### config.mk
export PLATFORM = sky130hd
export DESIGN_NAME = sic_cell
export DESIGN_NICKNAME = d
export VERILOG_FILES = /design/src/rtl/sic_pkg.sv /design/src/rtl/sic_cell.sv
export SDC_FILE = /design/constraint.sdc
export NUM_CORES = 1
export LEC_CHECK = 0
export ABC_AREA = 1
export BUFFER_PORTS_ARGS = -buffer_cell sky130_fd_sc_hd__buf_4
export CAP_MARGIN = 15
export CORE_AREA = 2 2 284 286
export DETAILED_ROUTE_END_ITERATION = 16
export DIE_AREA = 0 0 286 288
export GPL_TIMING_DRIVEN = 1
export SKIP_LAST_GASP = 1
export SLEW_MARGIN = 20
export SYNTH_ARGS = -nofsm -noshare
export SYNTH_HDL_FRONTEND = slang
export SYNTH_SLANG_ARGS = --single-unit
### constraint.sdc
create_clock -name i_clk -period 2.8 [get_ports i_clk]
set_clock_uncertainty 0.1 [all_clocks]
set_input_delay 0.56 -clock i_clk [delete_from_list [all_inputs] [get_ports i_clk]]
set_output_delay 0.56 -clock i_clk [all_outputs]
set_load 0.01 [all_outputs]
### src/rtl/sic_pkg.sv
package sic_pkg;

    localparam int COORD_BITS = 20;
    localparam int DIFF_BITS  = COORD_BITS + 1;
    localparam int PROD_BITS  = 2 * COORD_BITS + 2;
    localparam int CROSS_BITS = 2 * COORD_BITS + 3;
    localparam int MAG_BITS   = 2 * COORD_BITS + 2;
    localparam int NUM_BITS   = 3 * COORD_BITS + 5;
    localparam int LATENCY    = 8 + COORD_BITS;

    typedef logic signed [COORD_BITS-1:0] t_coord;
    typedef logic signed [DIFF_BITS-1:0]  t_diff;
    typedef logic signed [PROD_BITS-1:0]  t_prod;
    typedef logic signed [CROSS_BITS-1:0] t_cross;
    typedef logic [MAG_BITS-1:0]          t_mag;
    typedef logic [NUM_BITS-1:0]          t_num;
    typedef logic [COORD_BITS-1:0]        t_quot;

    typedef enum logic [1:0] {
        KIND_NONE    = 2'd0,
        KIND_POINT   = 2'd1,
        KIND_OVERLAP = 2'd2
    } t_kind;

    typedef struct packed {
        t_kind  kind;
        logic   proper;
        logic   bad;
        t_coord fx;
        t_coord fy;
        t_coord sx;
        t_coord sy;
        t_coord p1x;
        t_coord p1y;
        logic   negx;
        logic   negy;
    } t_pay;

    typedef struct packed {
        logic  valid;
        t_pay  pay;
        t_num  rx;
        t_num  ry;
        t_num  d;
        t_quot qx;
        t_quot qy;
    } t_cell;

endpackage

### src/rtl/sic_cell.sv
module sic_cell (
    input  logic           i_clk,
    input  logic           i_rst_n,
    input  sic_pkg::t_cell i_cell,
    output sic_pkg::t_cell o_cell
);
    import sic_pkg::*;

    logic  gx, gy;
    t_cell n_cell, r_cell;

    // one restoring quotient bit per axis
    always_comb begin
        gx = (i_cell.rx >= i_cell.d);
        gy = (i_cell.ry >= i_cell.d);
        n_cell     = i_cell;
        n_cell.rx  = gx ? (i_cell.rx - i_cell.d) : i_cell.rx;
        n_cell.ry  = gy ? (i_cell.ry - i_cell.d) : i_cell.ry;
        n_cell.d   = i_cell.d >> 1;
        n_cell.qx  = {i_cell.qx[COORD_BITS-2:0], gx};
        n_cell.qy  = {i_cell.qy[COORD_BITS-2:0], gy};
    end

    always_ff @(posedge i_clk) begin
        if (!i_rst_n) begin
            r_cell.valid <= 1'b0;
        end else begin
            r_cell.valid <= n_cell.valid;
        end
        r_cell.pay <= n_cell.pay;
        r_cell.rx  <= n_cell.rx;
        r_cell.ry  <= n_cell.ry;
        r_cell.d   <= n_cell.d;
        r_cell.qx  <= n_cell.qx;
        r_cell.qy  <= n_cell.qy;
    end

    assign o_cell = r_cell;

endmodule

### Yosys cells after proc, flatten, opt, wreduce, memory -nomap -nowiden

Cells that the tools add are included.

| word-level totals | value |
|---|---|
| bits in registers | 361 |
| bits of input ports | 364 |
| output and inout port bits | 362 |
| word-level logic and storage cells | 23 |

| cells by class | value |
|---|---|
| $add $sub $neg | 2 |
| $lt $le $gt $ge | 2 |
| mux-type cells | 2 |

Operators by type and width:

| operator | count |
|---|---|
| $ge A65 B65 Y1 | 2 |
| $mux W65 | 2 |
| $sub A65 B65 Y65 | 2 |

### Depth between registers and ports, before layout

Gate-level depths: netlist (run 1).

| depth | value |
|---|---|
| depth after elaboration | 2 |
| mapped depth | 19 |
| gate-level depth less buffers | 17 |

### Worst setup path after synthesis (run 1)

Ideal clock, no wire load.

| path | value |
|---|---|
| path kind | input -> register |
| from | input i_cell[100] (netlist bit) |
| to | register r_cell (netlist bit o_cell[124]) |
| library setup time | 0.113 ns |
| data arrival time | 2.183 ns |
| data required time | 2.587 ns |
| setup slack | 0.404 ns |
| cell stages on the path | 13 |
| path buffers | 3 |
| cells stage by stage | inv_1 -> ha_1 -> buf_2 -> a21o_1 -> o21bai_1 -> a21oi_1 -> nand3_1 -> nor2_4 -> nand2_4 -> buf_6 -> buf_6 -> nand2_1 -> nand2_1 |

RTL lines:

| element | line | source |
|---|---|---|
| from (decl) | sic_cell.sv:4 | `input sic_pkg::t_cell i_cell,` |
| to (decl) | sic_cell.sv:10 | `t_cell n_cell, r_cell;` |

==> metrics.md, run 1 <==
| Metric | Value |
|---|---|
| Status | completed |
| Routed len/inst | 21.5 um |
| Avg Synthesized Cell Area | 6.16 um2 |
| Metal2 WL | 64.7 mm |
| Pre-antenna DRT Iters | 6 |
| Vias in the first global route | 25.9k |
| Hold Fails Final Rpt | 0 |
| Row cnt | 104 |
| CTS HTree Levels | 2 |
| Sw Ratio | 33.9% |
| Dominant cells by area after synthesis | dfxtp_1, nand2_1, inv_1 |
| Commonest non-fill, non-tap cell in the layout | nand2_1 |
| Clock network fraction of design power | 32.8% |
| Postcts setup bufs | 0 |
| Hold Crit Class | in -> reg |
| Syn_nets | 3,980 |
| Fmax | 392 MHz |
| Period utilisation layout | 91.2% |
| Total CTS buffers | 44 |
| Grt total ovfl | 0 |
| IO buf count | 722 |
| Endpoints failing setup | 0 |
| Total track usage | 31.1% |
| Yosys cell types | 39 |
| Int Pwr | 0.0124 W |
| Area of the core | 79,600 um2 |
| Cell area after synthesis | 21,500 um2 |
| Sequential share of power | 31.6% |
| Met1 WL | 53.2 mm |
| Logic pwr share | 35.5% |
| Share of cells above drive strength 1 | 30.1% |
| Overall Power | 0.0187 W |
| NumNets Final | 5,591 |
| Finished Cell Area | 37,100 um2 |
| Critical Path Sink Type | flop |
| Hold depth | 3 |
| Most frequent cells in the layout | nand2_1, buf_4, inv_1 |
| First-pass GRT wire length | 182 mm |
| Net Switching | 0.00634 W |
| GPL Wtd Cong | 0.960 |
| Max-cap viol count | 0 |
| Die Ht | 288 um |
| Die area | 82,400 um2 |
| Warnings from Yosys | 0 |
| Clock tree from TritonCTS | built |
| Yosys top cell area share | 33.7% |
| Largest net degree at the start of global routing | 38 |
| Post-CTS Hold Fix Bufs | 209 |
| Area leader, netlist | dfxtp_1 |
| WS Path Type | in -> reg |
| Syn Inst Count | 3,484 |
| Seq cells post-synth | 361 |
| Vias | 27.0k |
| Post-layout util | 46.6% |
| Post-DP Area | 33,500 um2 |
| Arrival time worst endpoint | 2.94 ns |
| Die Width | 286 um |
| Detail Route Antenna Nets | 0 |
| Worst-path fanout max | 4 |
| Hold Worst Slack | 0.0405 ns |
| HPWL after DPL | 116 mm |
| IO Count | 726 |
| Top sig layer | met5 |
| Clock transition at path regs | 0.06 ns |
| Drt total wl | 133 mm |
| Leakage | 21.6 nW |
| WL met3 | 8.27 mm |
| DR iter-0 viols | 1,824 |
| Min cycle time layout | 2.55 ns |
| FFs w/ async S/R, synth | 0% |
| PD cells | 504 nW/um2 |
| Max Slew Vio Count | 0 |
| CP Launch Type | input pin |
| Number of synthesized flops with an enable pin | 0 |
| Ys flop type | dfxtp_1 |
| CP required | 3.19 ns |
| Area Overhead vs Synth | 72.8% |
| Clock Path Buffers | 3 |
| Vias/cell | 4.36 |
| Seq/Total Area, Yosys | 33.7% |
| Clk root buf | clkbuf_16 |
| Clock tree sinks | 361 |
| Post-cts resize count | 0 |
| Unrepaired setup endpoints after global routing | no |
| Peak VDD IR | 0.476 mV |
| Initial Utilization | 27.0% |
| Drt drc | 0 |
| Antenna violations before repair | 10 |
| Max reg flops | 361 |
==> cell families after synthesis <==
kind of cell,synth area share (%)
AND/OR/NAND/NOR,39.6
buffers and inverters,13.8
flip-flops,33.7
adder cells (fa/ha/maj),7.76
AO/OA/AOI/OAI,2.66
XOR/XNOR,2.45
other,0.0175
==> layer usage <==
layer	vias up	GRT usage, %
li1	13715	-
met1	12132	36.6
met2	974	55.5
met3	185	5.25
met4	8	13.6
met5	-	0
==> per-stage QoR <==
step / TNS, ns / worst slack, ns / instances
final: 0 / 0.247 / 6193
after global routing: 0 / 0.0917 / 6192
after CTS: 0 / 0.292 / 6190
after floorplan: 0 / 0.404 / 3484
after global placement: -27.70 / -0.309 / 5900
after detailed placement: -30.28 / -0.320 / 5900
==> worst paths after layout <==
kind / startpoint / end / slack [ns]
worst min-delay path: i_cell[361] / o_cell[361] / 0.04
worst max-delay path: i_cell[46] / o_cell[165] / 0.25
==> critical path, stage by stage <==
cell	delay, ns
buf_4	0.09
inv_1	0.11
ha_1	0.41
nand2_1	0.12
nor2_1	0.33
buf_4	0.19
and2_1	0.15
nand2_1	0.06
nand3_1	0.17
nand2_1	0.07
nand2_1	0.27
nand2_1	0.12
nand2_1	0.08
nand2_1	0.05
nand3_1	0.11
nand2_1	0.06
==> cell type report <==
class                           count  area (um2)
Tap cell                         1060        1330
Antenna cell                        3        7.51
Clock buffer                       56        1190
Fill cell                        8393       42500
Timing Repair Buffer             1606       13000
Multi-Input combinational cell   2354       11300
Inverter                          728        2730
Sequential cell                   361        7230
Clock inverter                     25         340
==> Yosys cell counts, types with 12 or more instances <==
| cell | n |
|---|---|
| a21oi_1 | 94 |
| clkbuf_1 | 17 |
| dfxtp_1 | 361 |
| ha_1 | 130 |
| inv_1 | 712 |
| inv_2 | 15 |
| nand2_1 | 1397 |
| nand2_2 | 28 |
| nand3_1 | 300 |
| nand3b_1 | 29 |
| nand4_1 | 18 |
| nor2_1 | 205 |
| nor2_2 | 16 |
| nor3_1 | 18 |
| nor4_1 | 12 |
| xor2_1 | 60 |
==> power by group through the flow <==
stage,clock network (W),logic (W),registers (W)
after detailed placement,0,0.00636,0.00601
final,0.00615,0.00665,0.00592
after global routing,0.00645,0.00717,0.00595
after CTS,0.00626,0.00664,0.00592
after global placement,0,0.00632,0.00603
after floorplan,0,0.00234,0.00620
Note: power is estimated with default switching activity, not from simulation.
==> run 2: changes to the inputs <==
ABC_AREA = not set   (was 1)
CORE_AREA = 2 2 286 288   (was 2 2 284 286)
DIE_AREA = 0 0 288 290   (was 0 0 286 288)
==> run 2 against run 1 <==
Effect of this change: the flow now finishes with violations (negative hold slack, negative setup slack); via count decreased by 27%; setup slack got worse by 0.68 ns; die area increased by 1.4%; wire length decreased by 26%; first-iteration DRC count decreased by 50%; utilization decreased by 3.3 points; critical path depth decreased by 1; critical endpoint is now o_cell[191].
==> metrics.md, run 2 <==
| Metric | Value |
|---|---|
| Status | complete, but fails checks |
| Violated checks | negative hold slack, negative setup slack |
| Unrepaired setup endpoints after global routing | yes |
| Clock Path Buffers | 3 (unchanged) |
| Ys flop type | dfxtp_1 |
| Drt drc | 0 (unchanged) |
| FFs w/ async S/R, synth | 0% (unchanged) |
| Post-Synth Simple-Gate Area | 11.8% (-28 points) |
| Total CTS buffers | 44 (unchanged) |
| Most frequent CP cell | buf_4 |
| CTS HTree Levels | 2 (unchanged) |
| CP Launch Type | input pin |
| Detail Route Antenna Nets | 0 (unchanged) |
| Critical Path Sink Type | flop |
| Vias/cell | 4.39 (+0.58%) |
| Clock tree from TritonCTS | built |
| Clock tree sinks | 361 (unchanged) |
| Hold Fails Final Rpt | 1 (+1) |
| PD cells | 547 nW/um2 (+8.5%) |
| Post-CTS Hold Fix Bufs | 221 (+5.7%) |
| Max Slew Vio Count | 0 (unchanged) |
| Die Ht | 290 um (+0.69%) |
| Dominant cells by area after synthesis | dfxtp_1, ha_1, a21oi_1 |
| Slew @ Worst Pin | 0.561 ns |
| Share of cells above drive strength 1 | 52.5% (+22 points) |
| # fillers | 7,726 (-7.9%) |
| NumNets Final | 3,895 (-30%) |
| WS Path Type | in -> reg |
| Cells after DPL | 4,126 (-30%) |
| First-pass GRT wire length | 137 mm (-24%) |
| Most frequent cells in the layout | buf_4, dfxtp_1, dlygate4sd3_1 |
| Largest net degree at the start of global routing | 20 (-47%) |
| Hold Worst Slack | -0.0172 ns (-0.0576 ns) |
| Arrival time worst endpoint | 3.60 ns (+0.66 ns) |
| Cell area after synthesis | 17,200 um2 (-20%) |
| Most instantiated library cell after synthesis | dfxtp_1 |
| Area Overhead vs Synth | 102% |
| Leakage | 16.6 nW (-23%) |
| Row cnt | 104 (unchanged) |
| Die Width | 288 um (+0.70%) |
| Drt total wl | 98.0 mm (-26%) |
| Fin worst setup slack | -0.434 ns (-0.680 ns) |
| Seq/Total Area, Yosys | 42.1% (+8.4 points) |
| Largest family of logic cells by synthesized area | compound AO/OA/AOI/OAI gates |
| Syn_nets | 2,323 (-42%) |
| Clock transition at path regs | 0.06 ns (about the same) |
| Multiplexer area fraction after synthesis | 5.28% (+5.3 points) |
| Grt total ovfl | 0 (unchanged) |
| Syn Inst Count | 1,827 (-48%) |
| Antenna violations before repair | 18 (+8) |
| Synth Area in Compound Gates | 20.3% (+18 points) |
| Fmax | 309 MHz (-21%) |
| Top post-synthesis cells by count | dfxtp_1, nand2_1, a21oi_1, ha_1, o21ai_0 |
| Worst-path fanout max | 8 (+4) |
| Pre-antenna DRT Iters | 4 (-2) |
| Yosys top cell area share | 42.1% (+8.4 points) |
| Die area | 83,500 um2 (+1.4%) |
| Yosys cell types | 87 (+120%) |
| Vias in the first global route | 20.5k (-21%) |
| Vias | 19.8k (-27%) |
| CP Buf/Inv Count | 5 (+2) |
| Max reg flops | 361 (unchanged) |
| Post-synthesis xor/xnor area fraction | 6.22% (+3.8 points) |
| Number of synthesized flops with an enable pin | 0 (unchanged) |
| Routed len/inst | 21.8 um (+1.3%) |
| Synth Area in Adders | 9.70% (+1.9 points) |
| Peak VDD IR | 0.417 mV (-12%) |
| Hold Crit Class | in -> reg |
| Warnings from Yosys | 0 (unchanged) |
| GPL Wtd Cong | 0.931 (-3.0%) |
| Final Instance Count excl. Fillers | 4,503 (-27%) |
| Post-Place Setup Slack | -1.52 ns (-1.20 ns) |
| DR iter-0 viols | 918 (-50%) |
| Total track usage | 22.4% (-8.8 points) |
| Seq cells post-synth | 361 (unchanged) |
| Initial Utilization | 21.4% (-5.5 points) |
| Period utilisation layout | 115% (+24 points) |
| Clk root buf | clkbuf_16 |
| Relative slew slack | 62.4% |
| HPWL after DPL | 79.1 mm (-32%) |
| Max-cap viol count | 0 (unchanged) |
| Endpoints failing setup | 131 (+131) |
| Avg Synthesized Cell Area | 9.40 um2 (+53%) |
| Max stage delay on crit path | 0.69 ns (+0.28 ns) |
| IO buf count | 722 (unchanged) |
| IO Count | 726 (unchanged) |
| Area leader, netlist | dfxtp_1 |
| Area of the core | 80,200 um2 (+0.65%) |
| Min cycle time layout | 3.23 ns (+0.680 ns) |
| Commonest non-fill, non-tap cell in the layout | buf_4 |
| CP required | 3.17 ns (-0.02 ns) |
| Crit-path slowest cell | or4_4 |
| Critical-path cell list | buf_8, clkinvlp_4, ha_4, nand2_4, nor3_4, nand4_1, or4_4, o31ai_4, a21oi_1, o21ai_1, nor2_4, buf_12, buf_4, buf_4, mux2_4 |
| CP delay by family, top | simple AND/OR/NAND/NOR gates |
run 2: cells by family (layout without fill, tap and decap cells):
family                   after synthesis  count (layout)
multiplexers                          69              69
XOR/XNOR                             122             122
AO/OA/AOI/OAI                        538             538
buffers and inverters                179            1787
other                                  1               9
adder cells (fa/ha/maj)              132             132
flip-flops                           361             361
AND/OR/NAND/NOR                      425             425
run 2: layer usage:
layer	part of all wire [%]	track usage [%]	vias up	wire length (um)
li1	-	-	9666	-
met1	40	26.0	9305	39000
met2	49	39.7	623	48300
met3	6.7	5.31	144	6550
met4	4.1	8.08	18	4050
met5	0.11	0	-	112
run 2: final timing paths:
check,startpoint,to,cells after the start
worst max-delay path,i_cell[52],o_cell[191],15
worst min-delay path,i_cell[52],o_cell[51],1
run 2: report_power, final:
group,switching (W),internal [W],leakage [nW]
clock,0.00254,0.00374,0.789
combinational,0.00319,0.00365,12.7
sequential,0.000190,0.00567,3.05
run 2: area by class of cell:
class                           instances  area, um2  share of cell area [%]
Antenna cell                            8       20.0                  0.0577
Inverter                              106        425                    1.23
Timing Repair Buffer                 1599      13300                    38.2
Tap cell                             1060       1330                    3.82
Sequential cell                       361       7230                    20.8
Clock inverter                         22        295                   0.851
Multi-Input combinational cell       1287      10900                    31.3
Clock buffer                           60       1290                    3.72
run 2: timing repair:
item	4_1_cts	5_1_grt
cloned	16	2
endpoints found under the hold margin	222	1
gates resized for setup	229	170
setup endpoints to repair	132	132
pin swaps	71	70
buffers inserted	46	21
run 2: metrics by stage:
stage | TNS (ns) | total power, W | util, % | area [um2]
floorplan | -26.47 | 0.00842 | - | 17600
global placement | -159.30 | 0.0116 | 35.5 | 28500
CTS | -43.75 | 0.0189 | 42.4 | 34000
global route | -46.82 | 0.0198 | 43.3 | 34700
finish | -36.42 | 0.0190 | 43.3 | 34700
detailed placement | -152.11 | 0.0116 | 35.5 | 28500
